File: src/rtl/bcmc_pkg.sv
`timescale 1ns / 1ps
// ----------------------------------------------------------------------------
// bcmc_pkg
// Shared widths, register indexes and constants for the Bayer chroma
// classifier.
// ----------------------------------------------------------------------------
package bcmc_pkg;

    localparam int PIX_W          = 8;
    localparam int CHROMA_W       = 8;
    localparam int REG_W          = 24;
    localparam int NUM_REGS       = 8;
    localparam int CFG_IDX_W      = 3;
    localparam int NUM_LINES      = 4;
    localparam int COEF_FRAC_BITS = 8;
    localparam int CHROMA_OFFSET  = 127;

    // register map
    localparam logic [CFG_IDX_W-1:0] REG_HUE_UPPER_SLOPE     = 3'd0;
    localparam logic [CFG_IDX_W-1:0] REG_HUE_UPPER_INTERCEPT = 3'd1;
    localparam logic [CFG_IDX_W-1:0] REG_HUE_LOWER_SLOPE     = 3'd2;
    localparam logic [CFG_IDX_W-1:0] REG_HUE_LOWER_INTERCEPT = 3'd3;
    localparam logic [CFG_IDX_W-1:0] REG_SAT_INNER_SLOPE     = 3'd4;
    localparam logic [CFG_IDX_W-1:0] REG_SAT_INNER_INTERCEPT = 3'd5;
    localparam logic [CFG_IDX_W-1:0] REG_SAT_OUTER_SLOPE     = 3'd6;
    localparam logic [CFG_IDX_W-1:0] REG_SAT_OUTER_INTERCEPT = 3'd7;

    // line k uses slope register 2k and intercept 2k+1;
    // a set bit means the point must lie on or below the line
    localparam logic [NUM_LINES-1:0] LINE_IS_UPPER = 4'b0101;

    typedef logic signed [REG_W-1:0]    t_coef;
    typedef logic signed [CHROMA_W-1:0] t_chroma;

endpackage

File: src/rtl/bcmc_in_if.sv
`timescale 1ns / 1ps
// ----------------------------------------------------------------------------
// bcmc_in_if
// Input channel: one Bayer quad per word.
// ----------------------------------------------------------------------------
interface bcmc_in_if;
    logic                         valid;
    logic                         ready;
    logic [bcmc_pkg::PIX_W-1:0]   red;
    logic [bcmc_pkg::PIX_W-1:0]   green_row;
    logic [bcmc_pkg::PIX_W-1:0]   green_col;
    logic [bcmc_pkg::PIX_W-1:0]   blue;

    modport source (output valid, red, green_row, green_col, blue, input ready);
    modport sink   (input valid, red, green_row, green_col, blue, output ready);
endinterface

File: src/rtl/bcmc_out_if.sv
`timescale 1ns / 1ps
// ----------------------------------------------------------------------------
// bcmc_out_if
// Output channel: chroma pair and model membership per word.
// ----------------------------------------------------------------------------
interface bcmc_out_if;
    logic                                   valid;
    logic                                   ready;
    logic signed [bcmc_pkg::CHROMA_W-1:0]   chroma_u;
    logic signed [bcmc_pkg::CHROMA_W-1:0]   chroma_v;
    logic                                   in_model;

    modport source (output valid, chroma_u, chroma_v, in_model, input ready);
    modport sink   (input valid, chroma_u, chroma_v, in_model, output ready);
endinterface

File: src/rtl/bayer_chroma_model_classifier.sv
`timescale 1ns / 1ps
// ----------------------------------------------------------------------------
// bayer_chroma_model_classifier
// Chroma extraction from a Bayer quad and four-line colour model test.
// ----------------------------------------------------------------------------
// Takes one Bayer quad per word and returns one word per quad: the chroma
// pair u = (red + green_row - 127) >>> 1 and v = (blue + green_col - 127) >>> 1,
// both wrapped to signed 8 bits, and a flag that is set when (u, v) lies on
// or below the hue upper and saturation inner lines and on or above the hue
// lower and saturation outer lines. Each line is slope*u + intercept in
// signed fixed point with COEF_FRAC_BITS fraction bits, compared exactly
// against v scaled by the same amount. Throughput is one word per clock
// while o_res.ready holds. The accepting edge loads stage 1, and the word
// then passes one register in each of the four stages (chroma, multiply,
// add and compare, combine) on its way to the output register. Each stage
// holds its word under back-pressure and takes a new one whenever it is empty
// or being drained, so bubbles collapse and nothing is lost or repeated. The
// eight coefficient registers reset to zero and are written through the
// plain write port; writes should happen only while the pipeline is empty.
// ----------------------------------------------------------------------------
module bayer_chroma_model_classifier #(
    parameter int COEF_FRAC_BITS = bcmc_pkg::COEF_FRAC_BITS
) (
    input  logic                              i_clk,
    input  logic                              i_rst_n,
    // configuration write port
    input  logic                              i_cfg_we,
    input  logic [bcmc_pkg::CFG_IDX_W-1:0]    i_cfg_idx,
    input  logic [bcmc_pkg::REG_W-1:0]        i_cfg_data,
    // streams
    bcmc_in_if.sink                           i_pix,
    bcmc_out_if.source                        o_res
);

    localparam int PROD_W = bcmc_pkg::REG_W + bcmc_pkg::CHROMA_W;   // slope * u
    localparam int LINE_W = PROD_W + 1;                             // + intercept
    localparam int VS_W   = bcmc_pkg::CHROMA_W + COEF_FRAC_BITS;    // v * 2^F
    localparam int SUM_W  = bcmc_pkg::PIX_W + 2;                    // a + b - 127

    // ------------------------------------------------------------------
    // Coefficient registers
    // ------------------------------------------------------------------
    bcmc_pkg::t_coef r_coef [bcmc_pkg::NUM_REGS];

    always_ff @(posedge i_clk) begin
        if (!i_rst_n) begin
            for (int i = 0; i < bcmc_pkg::NUM_REGS; i++) begin
                r_coef[i] <= '0;
            end
        end else if (i_cfg_we) begin
            r_coef[i_cfg_idx] <= i_cfg_data;
        end
    end

    // ------------------------------------------------------------------
    // Stage handshake: a stage loads when empty or when its word leaves
    // ------------------------------------------------------------------
    logic r1_valid, r2_valid, r3_valid, r4_valid;
    logic rdy1, rdy2, rdy3, rdy4;

    assign rdy4 = !r4_valid || o_res.ready;
    assign rdy3 = !r3_valid || rdy4;
    assign rdy2 = !r2_valid || rdy3;
    assign rdy1 = !r1_valid || rdy2;

    assign i_pix.ready = rdy1;

    always_ff @(posedge i_clk) begin
        if (!i_rst_n) begin
            r1_valid <= 1'b0;
            r2_valid <= 1'b0;
            r3_valid <= 1'b0;
            r4_valid <= 1'b0;
        end else begin
            if (rdy1) begin
                r1_valid <= i_pix.valid;
            end
            if (rdy2) begin
                r2_valid <= r1_valid;
            end
            if (rdy3) begin
                r3_valid <= r2_valid;
            end
            if (rdy4) begin
                r4_valid <= r3_valid;
            end
        end
    end

    // ------------------------------------------------------------------
    // Stage 1: chroma. Arithmetic >>1 then wrap to 8 bits is bits [8:1].
    // ------------------------------------------------------------------
    logic [SUM_W-1:0]    n_sum_u, n_sum_v;
    bcmc_pkg::t_chroma   r1_u, r1_v;

    assign n_sum_u = {2'b00, i_pix.red} + {2'b00, i_pix.green_row}
                   - SUM_W'(bcmc_pkg::CHROMA_OFFSET);
    assign n_sum_v = {2'b00, i_pix.blue} + {2'b00, i_pix.green_col}
                   - SUM_W'(bcmc_pkg::CHROMA_OFFSET);

    always_ff @(posedge i_clk) begin
        if (rdy1 && i_pix.valid) begin
            r1_u <= n_sum_u[bcmc_pkg::CHROMA_W:1];
            r1_v <= n_sum_v[bcmc_pkg::CHROMA_W:1];
        end
    end

    // ------------------------------------------------------------------
    // Stage 2: four slope * u products
    // ------------------------------------------------------------------
    logic signed [PROD_W-1:0] n_prod [bcmc_pkg::NUM_LINES];
    logic signed [PROD_W-1:0] r2_prod [bcmc_pkg::NUM_LINES];
    bcmc_pkg::t_chroma        r2_u, r2_v;

    always_comb begin
        for (int k = 0; k < bcmc_pkg::NUM_LINES; k++) begin
            n_prod[k] = PROD_W'(r_coef[2*k]) * PROD_W'(r1_u);
        end
    end

    always_ff @(posedge i_clk) begin
        if (rdy2 && r1_valid) begin
            r2_prod <= n_prod;
            r2_u    <= r1_u;
            r2_v    <= r1_v;
        end
    end

    // ------------------------------------------------------------------
    // Stage 3: add intercept, compare against v * 2^F
    // ------------------------------------------------------------------
    logic signed [LINE_W-1:0]          n_line [bcmc_pkg::NUM_LINES];
    logic signed [VS_W-1:0]            n_vs;
    logic [bcmc_pkg::NUM_LINES-1:0]    n_pass;
    logic [bcmc_pkg::NUM_LINES-1:0]    r3_pass;
    bcmc_pkg::t_chroma                 r3_u, r3_v;

    assign n_vs = {r2_v, {COEF_FRAC_BITS{1'b0}}};

    always_comb begin
        for (int k = 0; k < bcmc_pkg::NUM_LINES; k++) begin
            n_line[k] = LINE_W'(r2_prod[k]) + LINE_W'(r_coef[2*k+1]);
            if (bcmc_pkg::LINE_IS_UPPER[k]) begin
                n_pass[k] = n_line[k] >= LINE_W'(n_vs);
            end else begin
                n_pass[k] = n_line[k] <= LINE_W'(n_vs);
            end
        end
    end

    always_ff @(posedge i_clk) begin
        if (rdy3 && r2_valid) begin
            r3_pass <= n_pass;
            r3_u    <= r2_u;
            r3_v    <= r2_v;
        end
    end

    // ------------------------------------------------------------------
    // Stage 4: combine into the output register
    // ------------------------------------------------------------------
    bcmc_pkg::t_chroma r4_u, r4_v;
    logic              r4_in_model;

    always_ff @(posedge i_clk) begin
        if (rdy4 && r3_valid) begin
            r4_u        <= r3_u;
            r4_v        <= r3_v;
            r4_in_model <= &r3_pass;
        end
    end

    assign o_res.valid    = r4_valid;
    assign o_res.chroma_u = r4_u;
    assign o_res.chroma_v = r4_v;
    assign o_res.in_model = r4_in_model;

endmodule
File: src/flat_wrapper.sv
// flat-port wrapper written by rule: the top's interface ports become plain ports
module bayer_chroma_model_classifier_flat 
#(
    parameter int COEF_FRAC_BITS = bcmc_pkg::COEF_FRAC_BITS
)
  (i_clk, i_rst_n, i_cfg_we, i_cfg_idx, i_cfg_data, i_pix_valid, i_pix_red, i_pix_green_row, i_pix_green_col, i_pix_blue, i_pix_ready, o_res_valid, o_res_chroma_u, o_res_chroma_v, o_res_in_model, o_res_ready);
  bcmc_in_if i_pix_i ();
  bcmc_out_if o_res_i ();
  input  logic i_clk;
  input  logic i_rst_n;
  input  logic i_cfg_we;
  input  logic [bcmc_pkg::CFG_IDX_W-1:0] i_cfg_idx;
  input  logic [bcmc_pkg::REG_W-1:0] i_cfg_data;
  input wire logic [$bits(i_pix_i.valid)-1:0] i_pix_valid;
  input wire logic [$bits(i_pix_i.red)-1:0] i_pix_red;
  input wire logic [$bits(i_pix_i.green_row)-1:0] i_pix_green_row;
  input wire logic [$bits(i_pix_i.green_col)-1:0] i_pix_green_col;
  input wire logic [$bits(i_pix_i.blue)-1:0] i_pix_blue;
  output wire logic [$bits(i_pix_i.ready)-1:0] i_pix_ready;
  output wire logic [$bits(o_res_i.valid)-1:0] o_res_valid;
  output wire logic [$bits(o_res_i.chroma_u)-1:0] o_res_chroma_u;
  output wire logic [$bits(o_res_i.chroma_v)-1:0] o_res_chroma_v;
  output wire logic [$bits(o_res_i.in_model)-1:0] o_res_in_model;
  input wire logic [$bits(o_res_i.ready)-1:0] o_res_ready;
  assign i_pix_i.valid = i_pix_valid;
  assign i_pix_i.red = i_pix_red;
  assign i_pix_i.green_row = i_pix_green_row;
  assign i_pix_i.green_col = i_pix_green_col;
  assign i_pix_i.blue = i_pix_blue;
  assign i_pix_ready = i_pix_i.ready;
  assign o_res_valid = o_res_i.valid;
  assign o_res_chroma_u = o_res_i.chroma_u;
  assign o_res_chroma_v = o_res_i.chroma_v;
  assign o_res_in_model = o_res_i.in_model;
  assign o_res_i.ready = o_res_ready;
  bayer_chroma_model_classifier #(.COEF_FRAC_BITS(COEF_FRAC_BITS)) u_core (.i_clk(i_clk), .i_rst_n(i_rst_n), .i_cfg_we(i_cfg_we), .i_cfg_idx(i_cfg_idx), .i_cfg_data(i_cfg_data), .i_pix(i_pix_i), .o_res(o_res_i));
endmodule
File: config.mk
export PLATFORM = sky130hd
export DESIGN_NAME = bayer_chroma_model_classifier_flat
export DESIGN_NICKNAME = d
export VERILOG_FILES = /design/src/rtl/bcmc_pkg.sv /design/src/rtl/bcmc_in_if.sv /design/src/rtl/bcmc_out_if.sv /design/src/rtl/bayer_chroma_model_classifier.sv /design/src/flat_wrapper.sv
export SDC_FILE = /design/constraint.sdc
export NUM_CORES = 2
export LEC_CHECK = 0
export ABC_CLOCK_PERIOD_IN_PS = 13120
export BUFFER_PORTS_ARGS = -buffer_cell sky130_fd_sc_hd__buf_2
export CAP_MARGIN = 20
export CORE_ASPECT_RATIO = 1.1
export CORE_UTILIZATION = 60
export DETAILED_ROUTE_END_ITERATION = 7
export PLACE_DENSITY_LB_ADDON = 0.25
export SYNTH_ARGS = -nofsm -noshare
export SYNTH_HDL_FRONTEND = slang
export SYNTH_SLANG_ARGS = --single-unit
File: constraint.sdc
create_clock -name i_clk -period 13.12 [get_ports i_clk]
set_input_delay 2.624 -clock i_clk [delete_from_list [all_inputs] [get_ports i_clk]]
set_output_delay 2.624 -clock i_clk [all_outputs]
set_load 0.01 [all_outputs]
Word level (Yosys, flattened, before mapping)
Memories as Yosys holds them, arrays and structs flattened.
Cells that the tools add are included.
Widths: inputs -> output; s select.
{ "totals": {"reg_bits": 201, "elab_cells": 56, "mem_bits_rw": 192, "n_memories": 1} }
{ "classes": {"order_cmp": 4, "multipliers": 4, "mux": 7, "n_addsub": 8, "n_reduce_logical": 14} }
{ "memory_table": {"columns": ["name", "depth", "width", "read_ports", "rd_ports_with_merged_regs", "wr", "line_no", "source"], "rows": [
  ["u_core.r_coef", 8, 24, 8, 0, 8, "bayer_chroma_model_classifier.sv:43", "bcmc_pkg::t_coef r_coef [bcmc_pkg::NUM_REGS];"]
]} }
{ "ops": {"columns": ["cell", "n"], "rows": [
  ["$add 32x24->33", 4],
  ["$mul 24x8->32", 4],
  ["$ge 33x16->1", 2],
  ["$le 33x16->1", 2],
  ["$mux 24", 1],
  ["$reduce_or 24->1", 1],
  ["$add 8x8->9", 2],
  ["$sub 9x7->9 const B", 2],
  ["$mux 1", 5],
  ["$logic_and 1x1->1", 4],
  ["$logic_not 1->1", 4],
  ["$logic_or 1x1->1", 4],
  ["$reduce_and 4->1", 1],
  ["$mux 3", 1]
]} }

Logic depth before layout (Yosys ltp)
{ "depth": {"depth_word": 6, "ltp_mapped": 22, "depth_no_buf": 21} }

Worst setup path after synthesis
OpenSTA, ideal clock, no wires.
{ "synth_path": {"kind": "input to register", "startpoint": "in o_res_ready", "endpoint": "reg u_core.r2_prod[0] in the netlist's numbering, enable pin", "path_slack_ns": -1.057, "setup_ns": 0.867, "n_path_buf": 0, "arrival_ns": 13.310, "cell_stages": 3, "cell_sequence": "nor2b_1 and2_0 a21boi_0"} }
{ "synth_via": {"elab_chain_len": 4} }
{ "synth_rtl": {"columns": ["item", "line_no", "source"], "rows": [
  ["from (decl)", "flat_wrapper.sv:24", "input wire logic [$bits(o_res_i.ready)-1:0] o_res_ready;"],
  ["$logic_or 1x1->1", "bayer_chroma_model_classifier.sv:61", "assign rdy4 = !r4_valid || o_res.ready;"],
  ["$logic_or 1x1->1", "bayer_chroma_model_classifier.sv:62", "assign rdy3 = !r3_valid || rdy4;"],
  ["$logic_or 1x1->1", "bayer_chroma_model_classifier.sv:63", "assign rdy2 = !r2_valid || rdy3;"],
  ["$logic_and 1x1->1", "bayer_chroma_model_classifier.sv:122", "if (rdy2 && r1_valid) begin"],
  ["to (signal assigned)", "bayer_chroma_model_classifier.sv:123", "r2_prod <= n_prod;"],
  ["to (decl)", "bayer_chroma_model_classifier.sv:112", "logic signed [PROD_W-1:0] r2_prod [bcmc_pkg::NUM_LINES];"]
]} }
Every way passes these cells.
A chain may end at the register's enable or synchronous reset.

==> metrics.md <==
| Metric | Value |
|---|---|
| Outcome | completed |
| Setup slack after layout | 6.43 ns |
| R2r worst-path depth | 20 |
| Die width | 276 um |
| Remaining global-route overflow | 0 |
| Largest net degree at the start of global routing | 98 |
| XOR/XNOR share of the synthesized area | 4.07% |
| P&R area growth vs syn | 6.40% |
| Area of the multi-input gates | 34100 sq um |
| RSZ-0062 raised after global routing | false |
| Post-synthesis register bit count | 393 |
| Worst-path cell chain | buf_4, clkinv_2, buf_4, fa_1, fa_1, inv_1, fa_1, inv_1, fa_1, inv_1, ha_1, a21oi_1, nor2b_1, a31o_2, a41o_1, a21o_1, a211oi_1, o311ai_1, a21oi_1, xnor2_1 |
| Routed Antenna Nets | 0 |
| Sequential cell area | 11800 sq um |
| Hold Path Depth | 0 |
| Worst Max-Slew Pin Slew | 1.12 ns |
| Syn Area/Cell | 9.80 sq um |
| Crit end category | flip-flop |
| Synth Area in Adders | 37.2% |
| Commonest non-fill, non-tap cells in the layout | 917 x inv_1, 789 x and2_1, 610 x fa_1 |
| Initial DRC count | 2285 |
| WP data arrival | 7.01 ns |
| Compound-gate portion of the synthesized area | 9.96% |
| Cells after synthesis | 5073 |
| Core area | 81900 sq um |
| Largest family of logic cells by synthesized area | adder cells |
| Post-detail-place hpwl | 86200 um |
| CP max stage delay | 0.69 ns |
| Routed WL per cell | 18.6 um |
| Ys async rst share | 0% |
| Worst path depth | 20 |
| Layout Skew | 0.0265 ns |
| Std cell rows | 110 |
| Post_cts resized | 0 |
| Wire length of the first global-routing pass | 187000 um |
| Final hold violations | 0 |
| Via/cell ratio | 5.66 |
| Synth Net Count | 6247 |
| Fraction of layout instances using a drive strength above 1 | 4.64% |
| Setup_tns | 0 ns |
| Clock Path Buffers | 3 |
| Number of remaining DRC errors | 0 |
| Mapped Area | 49700 sq um |
| Die Y | 304 um |
| Period utilization | 51.0% |
| I/O pin count | 83 |
| Drt pass-1 iters | 5 |
| Port Buffer Count | 82 |
| Non-filler cells, final | 6224 |
| Crit Path Class | flip-flop to flip-flop |
| Vias | 35200 |
| GRT Total Usage | 28.2% |
| Ys flop type | edfxtp_1 |
| CP Data Required Time | 13.44 ns |
| Worst path bufs/invs | 6 |
| Commonest non-fill, non-tap cell in the layout | inv_1 |
| Synth top area share | 24.6% |
| TritonCTS Sinks | 393 |
| Slew Limit Fails | 0 |
| Hold Crit Class | flip-flop to flip-flop |
| Netlist cell types | 85 |
| Fill count | 6596 |
| Die area | 84000 sq um |
| Crit start category | flip-flop |
| Final #Nets | 6285 |
| Vias in the first global route | 36700 |
| Initial antenna violation count | 19 |
| Period minus WS final | 6.69 ns |
| Post-synth top area cell | fa_1 |
| Final wirelength | 116000 um |
| Largest cells by area after synthesis | fa_1 25%, edfxtp_1 24%, ha_1 13% |
| Post-cts hold buffer count | 0 |
| Worst skew pair latency | 0.60 ns |
| CP max FO | 45 |
| CTS buffer count | 46 |
| Fmax | 0.150 GHz |
| CP dominant cell by count | fa_1 |
| Simple-Gate Fraction of Synth Area | 17.2% |
| Initial Utilization | 60.7% |
| Endpoints failing setup | 0 |
| Delay-heaviest family, CP | adder cells |
| CP max-delay cell | clkinv_2 |
| Post-CTS setup buffers | 0 |
| Post-synth EDFFs | 389 |
| Synth Warn # | 0 |
| Placed Instances | 6124 |
| H-tree Lvls | 2 |
| Register area share after synthesis | 23.7% |
| Max Cap Viol | 0 |
| Final GP Congestion | 0.887 |
| CTS tree | yes |
| Mux contribution to synthesized area | 0.123% |
| CTS clk-pin slew, worst paths | 0.06 ns |
| Relative slew slack | 25.2% |
| CTS Root Cell | clkbuf_16 |
| Pre-CTS setup slack | 6.48 ns |
[synthesized netlist by cell type, types with 6 or more instances]
| library cell | instances |
|---|---|
| and2_1 | 789 |
| nor2_1 | 230 |
| nor4_1 | 9 |
| xor2_1 | 64 |
| o31a_1 | 9 |
| nor3_1 | 36 |
| a211o_1 | 10 |
| o21ai_1 | 19 |
| nor2b_1 | 47 |
| o2111ai_1 | 9 |
| a21o_1 | 128 |
| nand4b_1 | 7 |
| fa_1 | 610 |
| nand3b_1 | 7 |
| o211ai_1 | 13 |
| a211oi_1 | 16 |
| a31oi_1 | 26 |
| clkbuf_1 | 122 |
| nand2b_1 | 43 |
| a21oi_1 | 219 |
| nand3_1 | 60 |
| edfxtp_1 | 389 |
| or2_2 | 11 |
| nand2_1 | 204 |
| and4_1 | 8 |
| o31ai_1 | 11 |
| inv_1 | 919 |
| o21ai_0 | 124 |
| a21boi_0 | 13 |
| o22ai_1 | 9 |
| o41ai_1 | 6 |
| and3_1 | 23 |
| o21a_1 | 27 |
| xnor2_1 | 167 |
| ha_1 | 500 |
| o21bai_1 | 38 |
| nand4_1 | 38 |
| or3_1 | 10 |
[kinds of logic after synthesis]
kind of cell	after synthesis
mux	6
fa+ha+maj	1110
compound gates	749
flops	393
buf+inv	1042
xor+xnor	231
simple gates	1542
[cell type report]
cell class / instances / area share (%)
Inverter: 919 / 6.53
Sequential cell: 393 / 22.2
Timing Repair Buffer: 113 / 1.28
Clock buffer: 53 / 2.27
Antenna cell: 12 / 0.0568
Clock inverter: 32 / 0.648
Tap cell: 1064 / 2.52
Multi-Input combinational cell: 3638 / 64.5
[worst paths after layout]
path | from | to | slack (ns)
worst min-delay path | u_core.r2_u[4] | u_core.r3_u[4] | 0.41
worst max-delay path | u_core.r1_u[7] | u_core.r2_prod[127] | 6.43
worst min register to register | u_core.r2_u[4] | u_core.r3_u[4] | 0.41
worst max register to register | u_core.r1_u[7] | u_core.r2_prod[127] | 6.43
[metal layers]
layer	vias to the layer above	share of wire, %	routed length (um)	global-route usage [%]
met1	17400	41	47500	35.9
met3	169	7.1	8250	4.71
met2	1021	49	56600	48.9
met4	8	2.7	3160	9.08
met5	-	0.043	50	0
li1	16600	-	-	-
[state kept, by name, summed over array words and instances (netlist names)]
signal and cells:
u_core.r2_u 8, u_core.r_coef 192, u_core.r2_prod 128, u_core.o_res.valid 1
u_core.r3_v 8, u_core.r3_pass 4, u_core.o_res.in_model 1, u_core.r3_valid 1
u_core.r1_v 8, u_core.r3_u 8, u_core.r2_v 8, u_core.o_res.chroma_v 8
u_core.r1_valid 1, u_core.o_res.chroma_u 8, u_core.r2_valid 1, u_core.r1_u 8
[through the flow]
| stage | hold slack [ns] | utilization [%] | cell area, sq um |
|---|---|---|---|
| final | 0.406 | 64.6 | 52900 |
| after global routing | 0.415 | 64.5 | 52900 |
| after CTS | 0.408 | 64.5 | 52800 |
| after detailed placement | 0.405 | 62.6 | 51300 |
| after global placement | 0.400 | 62.6 | 51200 |
| after floorplan | 0.400 | - | 49700 |
Power is left out: the tool's default activity adds up to more than one toggle a clock period on the data nets, which glitch-free logic cannot reach.
